[src/hw/rtl/iirdf2t_pkg.sv]
`default_nettype none

package iirdf2t_pkg;

    localparam int SAMPLE_BITS     = 16;
    localparam int COEF_BITS       = 32;
    localparam int ACC_BITS        = 64;
    localparam int FB_BITS         = 32;
    localparam int FB_FRAC         = 24;
    localparam int NUM_COEFS       = 9;
    localparam int COEF_IDX_BITS   = 4;
    localparam int A_BASE          = 5;
    localparam int REG_IDX_BITS    = 3;
    localparam int CFG_DATA_BITS   = 64;
    localparam int K_BITS          = 2;
    localparam int MAX_ORDER_WORDS = 4;

    typedef logic [REG_IDX_BITS-1:0] reg_idx_t;

    localparam reg_idx_t REG_COEF_B0_B1 = 3'd0;
    localparam reg_idx_t REG_COEF_B2_B3 = 3'd1;
    localparam reg_idx_t REG_COEF_B4_A1 = 3'd2;
    localparam reg_idx_t REG_COEF_A2_A3 = 3'd3;
    localparam reg_idx_t REG_COEF_A4    = 3'd4;

    // b0 = 1.0 in Q4.28
    localparam logic [CFG_DATA_BITS-1:0] COEF_B0_B1_RESET = 64'h0000_0000_1000_0000;

    typedef struct packed {
        logic signed [SAMPLE_BITS-1:0] sample_in;
        logic                          start_of_signal;
    } item_t;

    typedef struct packed {
        logic signed [SAMPLE_BITS-1:0] sample_out;
        logic                          saturated;
    } result_t;

    typedef enum logic [2:0] {
        ST_IDLE,
        ST_MUL_B0,
        ST_SUM_Y,
        ST_MUL_B,
        ST_MUL_A,
        ST_WRITE
    } step_t;

    typedef struct packed {
        step_t             step;
        logic [K_BITS-1:0] k;
        logic              take;
        logic              load_out;
    } seq_ctrl_t;

endpackage

`default_nettype wire

[src/hw/rtl/iirdf2t_mul.sv]
`default_nettype none

module iirdf2t_mul (
    input  wire logic                                    clk,
    input  wire logic                                    en,
    input  wire logic signed [iirdf2t_pkg::COEF_BITS-1:0] a,
    input  wire logic signed [iirdf2t_pkg::COEF_BITS-1:0] b,
    output logic signed [iirdf2t_pkg::ACC_BITS-1:0]       p
);

    logic signed [iirdf2t_pkg::ACC_BITS-1:0] p_reg;
    logic signed [iirdf2t_pkg::ACC_BITS-1:0] p_next;

    assign p_next = iirdf2t_pkg::ACC_BITS'(a) * iirdf2t_pkg::ACC_BITS'(b);

    always_ff @(posedge clk)
    begin
        if (en)
        begin
            p_reg <= p_next;
        end
    end

    assign p = p_reg;

endmodule

`default_nettype wire

[src/hw/rtl/iirdf2t_seq.sv]
`default_nettype none

module iirdf2t_seq #(
    parameter int ORDER = 4
) (
    input  wire logic                  clk,
    input  wire logic                  rst_n,
    input  wire logic                  item_valid,
    output logic                       item_ready,
    output logic                       result_valid,
    input  wire logic                  result_ready,
    output iirdf2t_pkg::seq_ctrl_t     ctrl
);

    localparam logic [iirdf2t_pkg::K_BITS-1:0] K_LAST = iirdf2t_pkg::K_BITS'(ORDER - 1);

    iirdf2t_pkg::step_t              state_reg, state_next;
    logic [iirdf2t_pkg::K_BITS-1:0]  k_reg, k_next;
    logic                            rv_reg, rv_next;
    logic                            out_free;
    logic                            load_out;
    logic                            take;

    assign out_free = !rv_reg || result_ready;

    always_comb
    begin
        state_next = state_reg;
        k_next     = k_reg;
        unique case (state_reg)
            iirdf2t_pkg::ST_IDLE:
            begin
                if (item_valid)
                begin
                    state_next = iirdf2t_pkg::ST_MUL_B0;
                end
            end
            iirdf2t_pkg::ST_MUL_B0:
            begin
                state_next = iirdf2t_pkg::ST_SUM_Y;
            end
            iirdf2t_pkg::ST_SUM_Y:
            begin
                state_next = iirdf2t_pkg::ST_MUL_B;
                k_next     = '0;
            end
            iirdf2t_pkg::ST_MUL_B:
            begin
                state_next = iirdf2t_pkg::ST_MUL_A;
            end
            iirdf2t_pkg::ST_MUL_A:
            begin
                if (k_reg == K_LAST)
                begin
                    state_next = iirdf2t_pkg::ST_WRITE;
                end
                else
                begin
                    state_next = iirdf2t_pkg::ST_MUL_B;
                    k_next     = k_reg + iirdf2t_pkg::K_BITS'(1);
                end
            end
            iirdf2t_pkg::ST_WRITE:
            begin
                if (out_free)
                begin
                    state_next = iirdf2t_pkg::ST_IDLE;
                end
            end
            default:
            begin
                state_next = iirdf2t_pkg::ST_IDLE;
            end
        endcase
    end

    always_comb
    begin
        item_ready = (state_reg == iirdf2t_pkg::ST_IDLE);
        take       = item_ready && item_valid;
        load_out   = (state_reg == iirdf2t_pkg::ST_WRITE) && out_free;
        if (load_out)
        begin
            rv_next = 1'b1;
        end
        else if (result_ready)
        begin
            rv_next = 1'b0;
        end
        else
        begin
            rv_next = rv_reg;
        end
    end

    always_ff @(posedge clk or negedge rst_n)
    begin
        if (!rst_n)
        begin
            state_reg <= iirdf2t_pkg::ST_IDLE;
            k_reg     <= '0;
            rv_reg    <= 1'b0;
        end
        else
        begin
            state_reg <= state_next;
            k_reg     <= k_next;
            rv_reg    <= rv_next;
        end
    end

    assign result_valid  = rv_reg;
    assign ctrl.step     = state_reg;
    assign ctrl.k        = k_reg;
    assign ctrl.take     = take;
    assign ctrl.load_out = load_out;

endmodule

`default_nettype wire

[src/hw/rtl/iir_direct_form2_transposed.sv]
// An item is taken only in idle; the sequencer then steps through MUL_B0, SUM_Y,
//   ORDER pairs of MUL_B and MUL_A, and WRITE, which loads the result register once
//   the previous result is taken or being taken. No new item is taken before WRITE,
//   as the one shared 32x32 multiplier forms the 2*ORDER+1 products of each sample.
// Reset: b0 = 1.0 and all other coefficients zero, delay words zero, no result.
`default_nettype none

module iir_direct_form2_transposed #(
    parameter int ORDER          = 4,
    parameter int COEF_FRAC_BITS = 28
) (
    input  wire logic                                        clk,
    input  wire logic                                        rst_n,
    input  wire logic                                        cfg_wr_en,
    input  wire iirdf2t_pkg::reg_idx_t                       cfg_index,
    input  wire logic [iirdf2t_pkg::CFG_DATA_BITS-1:0]       cfg_data,
    input  wire logic                                        item_valid,
    output logic                                             item_ready,
    input  wire iirdf2t_pkg::item_t                          item,
    output logic                                             result_valid,
    input  wire logic                                        result_ready,
    output iirdf2t_pkg::result_t                             result
);

    localparam int ACC_FRAC  = iirdf2t_pkg::SAMPLE_BITS - 1 + COEF_FRAC_BITS;
    localparam int FB_SHIFT  = ACC_FRAC - iirdf2t_pkg::FB_FRAC;
    localparam int AY_SHIFT  = COEF_FRAC_BITS + iirdf2t_pkg::FB_FRAC - ACC_FRAC;
    localparam int AB        = iirdf2t_pkg::ACC_BITS;
    localparam int CB        = iirdf2t_pkg::COEF_BITS;
    localparam int SB        = iirdf2t_pkg::SAMPLE_BITS;
    localparam int FBB       = iirdf2t_pkg::FB_BITS;
    localparam int KB        = iirdf2t_pkg::K_BITS;
    localparam logic [KB:0] ORDER_W = (KB + 1)'(ORDER);

    iirdf2t_pkg::seq_ctrl_t ctrl;

    logic [iirdf2t_pkg::CFG_DATA_BITS-1:0] coef_b0_b1_reg;
    logic [iirdf2t_pkg::CFG_DATA_BITS-1:0] coef_b2_b3_reg;
    logic [iirdf2t_pkg::CFG_DATA_BITS-1:0] coef_b4_a1_reg;
    logic [iirdf2t_pkg::CFG_DATA_BITS-1:0] coef_a2_a3_reg;
    logic [CB-1:0]                         coef_a4_reg;

    logic signed [CB-1:0]                  coef_w [iirdf2t_pkg::NUM_COEFS];
    logic [iirdf2t_pkg::COEF_IDX_BITS-1:0] coef_idx;
    logic signed [CB-1:0]                  mul_a;
    logic signed [CB-1:0]                  mul_b;
    logic                                  mul_en;
    logic signed [AB-1:0]                  prod;

    logic signed [SB-1:0]  x_reg;
    logic signed [AB-1:0]  y_reg;
    logic signed [FBB-1:0] yfb_reg, yfb_next;
    logic [AB-1:0]         acc_reg;
    logic [AB-1:0]         z_reg [iirdf2t_pkg::MAX_ORDER_WORDS];
    iirdf2t_pkg::result_t  res_reg, res_next;
    iirdf2t_pkg::result_t  result_reg;

    logic signed [AB-1:0] fb_asr;
    logic [AB-1:0]        fb_rnd;
    logic                 fb_sat;
    logic signed [AB-1:0] out_asr;
    logic [AB-1:0]        out_rnd;
    logic                 out_sat;
    logic signed [AB-1:0] ay_asr;
    logic [AB-1:0]        z_new;
    logic [KB:0]          j1;
    logic [AB-1:0]        z_follow;

    iirdf2t_seq #(
        .ORDER(ORDER)
    ) u_seq (
        .clk          (clk),
        .rst_n        (rst_n),
        .item_valid   (item_valid),
        .item_ready   (item_ready),
        .result_valid (result_valid),
        .result_ready (result_ready),
        .ctrl         (ctrl)
    );

    // coefficient registers
    always_ff @(posedge clk or negedge rst_n)
    begin
        if (!rst_n)
        begin
            coef_b0_b1_reg <= iirdf2t_pkg::COEF_B0_B1_RESET;
            coef_b2_b3_reg <= '0;
            coef_b4_a1_reg <= '0;
            coef_a2_a3_reg <= '0;
            coef_a4_reg    <= '0;
        end
        else if (cfg_wr_en)
        begin
            unique case (cfg_index)
                iirdf2t_pkg::REG_COEF_B0_B1: coef_b0_b1_reg <= cfg_data;
                iirdf2t_pkg::REG_COEF_B2_B3: coef_b2_b3_reg <= cfg_data;
                iirdf2t_pkg::REG_COEF_B4_A1: coef_b4_a1_reg <= cfg_data;
                iirdf2t_pkg::REG_COEF_A2_A3: coef_a2_a3_reg <= cfg_data;
                iirdf2t_pkg::REG_COEF_A4:    coef_a4_reg    <= cfg_data[CB-1:0];
                default:
                begin
                end
            endcase
        end
    end

    // b0..b4 are words 0..4, a1..a4 are words 5..8
    assign coef_w[0] = coef_b0_b1_reg[CB-1:0];
    assign coef_w[1] = coef_b0_b1_reg[2*CB-1:CB];
    assign coef_w[2] = coef_b2_b3_reg[CB-1:0];
    assign coef_w[3] = coef_b2_b3_reg[2*CB-1:CB];
    assign coef_w[4] = coef_b4_a1_reg[CB-1:0];
    assign coef_w[5] = coef_b4_a1_reg[2*CB-1:CB];
    assign coef_w[6] = coef_a2_a3_reg[CB-1:0];
    assign coef_w[7] = coef_a2_a3_reg[2*CB-1:CB];
    assign coef_w[8] = coef_a4_reg;

    always_comb
    begin
        coef_idx = '0;
        mul_b    = CB'(x_reg);
        mul_en   = 1'b0;
        unique case (ctrl.step)
            iirdf2t_pkg::ST_MUL_B0:
            begin
                mul_en = 1'b1;
            end
            iirdf2t_pkg::ST_MUL_B:
            begin
                coef_idx = iirdf2t_pkg::COEF_IDX_BITS'(ctrl.k) + 4'd1;
                mul_en   = 1'b1;
            end
            iirdf2t_pkg::ST_MUL_A:
            begin
                coef_idx = iirdf2t_pkg::COEF_IDX_BITS'(ctrl.k)
                         + iirdf2t_pkg::COEF_IDX_BITS'(iirdf2t_pkg::A_BASE);
                mul_b    = yfb_reg;
                mul_en   = 1'b1;
            end
            default:
            begin
            end
        endcase
    end

    assign mul_a = coef_w[coef_idx];

    iirdf2t_mul u_mul (
        .clk (clk),
        .en  (mul_en),
        .a   (mul_a),
        .b   (mul_b),
        .p   (prod)
    );

    // feedback value: y rounded to Q8.24, saturated to 32 bits
    assign fb_asr = y_reg >>> FB_SHIFT;
    assign fb_rnd = fb_asr + AB'(y_reg[FB_SHIFT-1]);
    assign fb_sat = (fb_rnd[AB-1:FBB-1] != '0) && (fb_rnd[AB-1:FBB-1] != '1);

    // output: y rounded to sample precision, saturated
    assign out_asr = y_reg >>> COEF_FRAC_BITS;
    assign out_rnd = out_asr + AB'(y_reg[COEF_FRAC_BITS-1]);
    assign out_sat = (out_rnd[AB-1:SB-1] != '0) && (out_rnd[AB-1:SB-1] != '1);

    always_comb
    begin
        if (fb_sat)
        begin
            yfb_next = fb_rnd[AB-1] ? {1'b1, {(FBB-1){1'b0}}} : {1'b0, {(FBB-1){1'b1}}};
        end
        else
        begin
            yfb_next = fb_rnd[FBB-1:0];
        end
        if (out_sat)
        begin
            res_next.sample_out = out_rnd[AB-1] ? {1'b1, {(SB-1){1'b0}}}
                                                : {1'b0, {(SB-1){1'b1}}};
        end
        else
        begin
            res_next.sample_out = out_rnd[SB-1:0];
        end
        res_next.saturated = fb_sat || out_sat;
    end

    // z = acc - round(a*yfb); acc - asr - r = acc + ~asr + !r
    assign ay_asr   = prod >>> AY_SHIFT;
    assign z_new    = acc_reg + ~ay_asr + AB'(!prod[AY_SHIFT-1]);
    assign j1       = {1'b0, ctrl.k} + (KB + 1)'(1);
    assign z_follow = (j1 < ORDER_W) ? z_reg[j1[KB-1:0]] : '0;

    always_ff @(posedge clk or negedge rst_n)
    begin
        if (!rst_n)
        begin
            for (int i = 0; i < iirdf2t_pkg::MAX_ORDER_WORDS; i++)
            begin
                z_reg[i] <= '0;
            end
        end
        else if (ctrl.take && item.start_of_signal)
        begin
            for (int i = 0; i < iirdf2t_pkg::MAX_ORDER_WORDS; i++)
            begin
                z_reg[i] <= '0;
            end
        end
        else if (ctrl.step == iirdf2t_pkg::ST_MUL_B && ctrl.k != '0)
        begin
            z_reg[ctrl.k - KB'(1)] <= z_new;
        end
        else if (ctrl.step == iirdf2t_pkg::ST_WRITE)
        begin
            z_reg[ctrl.k] <= z_new;
        end
    end

    always_ff @(posedge clk)
    begin
        if (ctrl.take)
        begin
            x_reg <= item.sample_in;
        end
        if (ctrl.step == iirdf2t_pkg::ST_SUM_Y)
        begin
            y_reg <= prod + z_reg[0];
        end
        if (ctrl.step == iirdf2t_pkg::ST_MUL_B)
        begin
            yfb_reg <= yfb_next;
            res_reg <= res_next;
        end
        if (ctrl.step == iirdf2t_pkg::ST_MUL_A)
        begin
            acc_reg <= prod + z_follow;
        end
        if (ctrl.load_out)
        begin
            result_reg <= res_reg;
        end
    end

    assign result = result_reg;

endmodule

`default_nettype wire

[config.mk]
export PLATFORM = sky130hd
export DESIGN_NAME = iir_direct_form2_transposed
export DESIGN_NICKNAME = d
export VERILOG_FILES = /design/src/hw/rtl/iirdf2t_pkg.sv /design/src/hw/rtl/iirdf2t_mul.sv /design/src/hw/rtl/iirdf2t_seq.sv /design/src/hw/rtl/iir_direct_form2_transposed.sv
export SDC_FILE = /design/constraint.sdc
export NUM_CORES = 2
export LEC_CHECK = 0
export ABC_AREA = 0
export ABC_CLOCK_PERIOD_IN_PS = 12900
export BUFFER_PORTS_ARGS = -buffer_cell sky130_fd_sc_hd__buf_2
export CORE_AREA = 2 2 369 371
export DETAILED_ROUTE_END_ITERATION = 10
export DIE_AREA = 0 0 371 373
export GPL_TIMING_DRIVEN = 0
export HOLD_SLACK_MARGIN = 0.03
export PLACE_DENSITY_LB_ADDON = 0.12
export SYNTH_ARGS = -nofsm -noshare
export SYNTH_HDL_FRONTEND = slang
export SYNTH_SLANG_ARGS = --single-unit
[constraint.sdc]
create_clock -name clk -period 12.9 [get_ports clk]
set_input_delay 1.29 -clock clk [delete_from_list [all_inputs] [get_ports clk]]
set_output_delay 1.29 -clock clk [all_outputs]
set_load 0.005 [all_outputs]
==> flow_summary.json <==
{
  "grt_pass1_vias": 63870,
  "worstPathMaxFanout": 10,
  "cp.required_ps": 13380,
  "synthDistinctLibCells": 88,
  "grt.total_usage": 0.429,
  "cts_buffers": 89,
  "layout-drive-gt1-share": 0.107,
  "yosys_warnings": 0,
  "timing.max_cap.violations": 1,
  "finalCritPeriodShare": 0.983,
  "io_pins": 108,
  "fp.dieArea_um2": 138000,
  "drcViolationCount": 0,
  "largest_register_ffs": 256,
  "timing.critical_path.arrival_ps": 13160,
  "fin_nets": 9679,
  "synth_flop_cell": "dfrtp_1",
  "slowest_stage": "clkbuf_1",
  "grt_max_degree": 117,
  "place_hpwl_mm": 238,
  "fin_setup_tns_ps": 0,
  "outcome": "finished, violations left",
  "wire_per_inst_um": 29.4,
  "antenna_found_initial": 25,
  "ant_nets": 0,
  "clk_latency_ps": 730,
  "h-tree-depth": 3,
  "cpMostUsedCell": "fa_1",
  "finalHoldViolCount": 0,
  "clk_pin_slew_ps": 60,
  "grt-ovfl-total": 0,
  "violations": "max-capacitance violations, max-slew violations",
  "dr.pass1.iters": 7,
  "syn_nets": 9447,
  "root_buffer": "clkbuf_16",
  "min_period_ps": 12680,
  "cp_num_buf_inv": 8,
  "die_x_um": 371,
  "portBuffers": 107,
  "cts_tree": "done",
  "synth-seq-cells": 806,
  "hold_class": "register to register",
  "worstMarginPinSlew_ps": 1510,
  "fin_area_um2": 86800,
  "seq_area_frac_synth": 0.268,
  "start_util": 0.594,
  "cts.sinks": 806,
  "vias": 63948,
  "via_per_inst": 6.40,
  "syn_area_per_cell_um2": 10.1,
  "syn_area_um2": 80000,
  "row_count": 135,
  "clockBufferDepth": 3,
  "cts_hold_buf": 0,
  "fin_skew_ps": 56.0,
  "postSynthCellCount": 7891,
  "cp-start-kind": "register",
  "crit_family": "adder cells",
  "synthArstFlopShare": 0.682,
  "slowest_delay_ps": 890,
  "place_congestion": 1.09,
  "worst-setup-path-type": "register to register",
  "fmax_ghz": 0.0788,
  "synth_edf_count": 256,
  "wl_mm": 293,
  "finalSetupViolations": 0,
  "end_kind": "register",
  "die_h_um": 373,
  "grt_first_pass_wirelength_mm": 427,
  "slew_viol_final": 6,
  "slew_headroom": -0.0365,
  "coreArea_um2": 135000,
  "drtIter0Drc": 7939,
  "postPlaceCellArea_um2": 83500,
  "rsz0062_at_grt": "no",
  "syn2layout_area_growth_pct": 8.55,
  "whs_ps": 416
}
## area by class of cell
| class | instances | area, um2 |
|---|---|---|
| fillers | 10995 | 47800 |
| diodes | 19 | 47.5 |
| well taps | 1781 | 2230 |
| repair buffers | 145 | 1190 |
| clock inverters | 40 | 397 |
| flip-flops and latches | 806 | 21500 |
| plain buffers | 404 | 1660 |
| inverters | 1070 | 4020 |
| clock buffers | 123 | 2590 |
| multi-input cells | 5607 | 53200 |
## cell usage after synthesis, drive strengths merged (19+ instances only)
cell / instances / area share
nand4: 63 / 0.0054
o21ai: 189 / 0.012
a21oi: 401 / 0.025
fa: 1085 / 0.27
nand2b: 31 / 0.0024
xnor2: 176 / 0.019
a221oi: 46 / 0.0050
nand3: 106 / 0.0066
o21bai: 45 / 0.0042
buf: 90 / 0.0056
and2: 26 / 0.0020
mux2i: 93 / 0.012
o31ai: 26 / 0.0026
mux4: 95 / 0.027
xor2: 112 / 0.012
ha: 382 / 0.060
nand2: 861 / 0.040
dfrtp: 549 / 0.17
edfxtp: 256 / 0.096
a21o: 164 / 0.015
o211ai: 19 / 0.0018
nor2: 729 / 0.034
nor3: 74 / 0.0048
a31oi: 31 / 0.0024
inv: 1069 / 0.050
and3: 43 / 0.0034
a211oi: 40 / 0.0038
a22o: 147 / 0.016
mux2: 295 / 0.042
o21a: 21 / 0.0020
clkbuf: 318 / 0.015
nor2b: 101 / 0.0079
## cells by family (layout without fill, tap and decap cells)
logic type,Yosys count,in the layout,share of synthesized area
other cells,0,19,0
flops,806,806,0.268
fa+ha+maj,1467,1467,0.331
xor+xnor,288,288,0.0315
compound gates,1248,1248,0.103
buf+inv,1478,1782,0.0707
simple gates,2121,2121,0.115
mux,483,483,0.0799
## stage by stage
stage / std cells / util / worst slack, ps
6_report: 9995 / 0.645 / 216
5_1_grt: 9976 / 0.645 / 9.07
4_1_cts: 9974 / 0.644 / 158
3_5_place_dp: 9814 / 0.621 / -1910
3_3_place_gp: 9779 / 0.615 / -3740
2_1_floorplan: 7891 / - / 1390
## path summary, 6_finish.rpt
path / from / endpoint / slack, ps / cells after the start
setup / recovery: u_seq.state_reg[2] / u_mul.p[59] / 220 / 37
hold / removal: res_reg[8] / result[8] / 420 / 0
setup reg to reg: u_seq.state_reg[2] / u_mul.p[59] / 220 / 37
hold reg to reg: res_reg[8] / result[8] / 420 / 0
max in group asynchronous: rst_n / coef_b4_a1_reg[61] / 10910 / 3
min in group asynchronous: rst_n / u_seq.result_valid / 500 / 1
## layer usage
layer	up-vias	part of all wire	GRT usage
li1	26553	-	-
met1	32459	0.38	0.582
met2	4003	0.41	0.596
met3	919	0.14	0.167
met4	14	0.063	0.220
met5	-	0.00043	0
## worst reg2reg max path, delay by kind of cell, from the launching register on
kind / cells / cell delay, ps
adders and majority gates: 9 / 4260
buffers and inverters: 8 / 2750
AOI/OAI and AO/OA: 8 / 2400
and+or+nand+nor: 11 / 2390
muxes: 1 / 330
DFF: 1 / 310
## placed cells by master (no fill, tap or decap), drive strengths merged, types with 23 or more instances in the layout
cell       n
nor2     729
xnor2    176
mux2     295
o31ai     26
mux4      95
clkinv    23
inv     1077
mux2i     93
a31oi     31
o21ai    189
a22o     147
dfrtp    549
nand4     63
nor3      74
ha       382
a221oi    46
a21o     164
xor2     112
and2      26
nand3    106
clkbuf   441
and3      43
a211oi    40
a21oi    401
buf      231
fa      1085
edfxtp   256
o21bai    45
nand2b    31
nor2b    101
nand2    861
## what timing repair did
| item | 4_1_cts | 5_1_grt |
|---|---|---|
| endpoints found under the setup margin | 25 | 13 |
| cloned | 0 | 0 |
| buffers inserted | 0 | 0 |
| pin swaps | 0 | 1 |
| resized for setup | 34 | 48 |
Power is not shown: default switching activity piles up to over one toggle a cycle in this logic, so the estimate is an artifact.
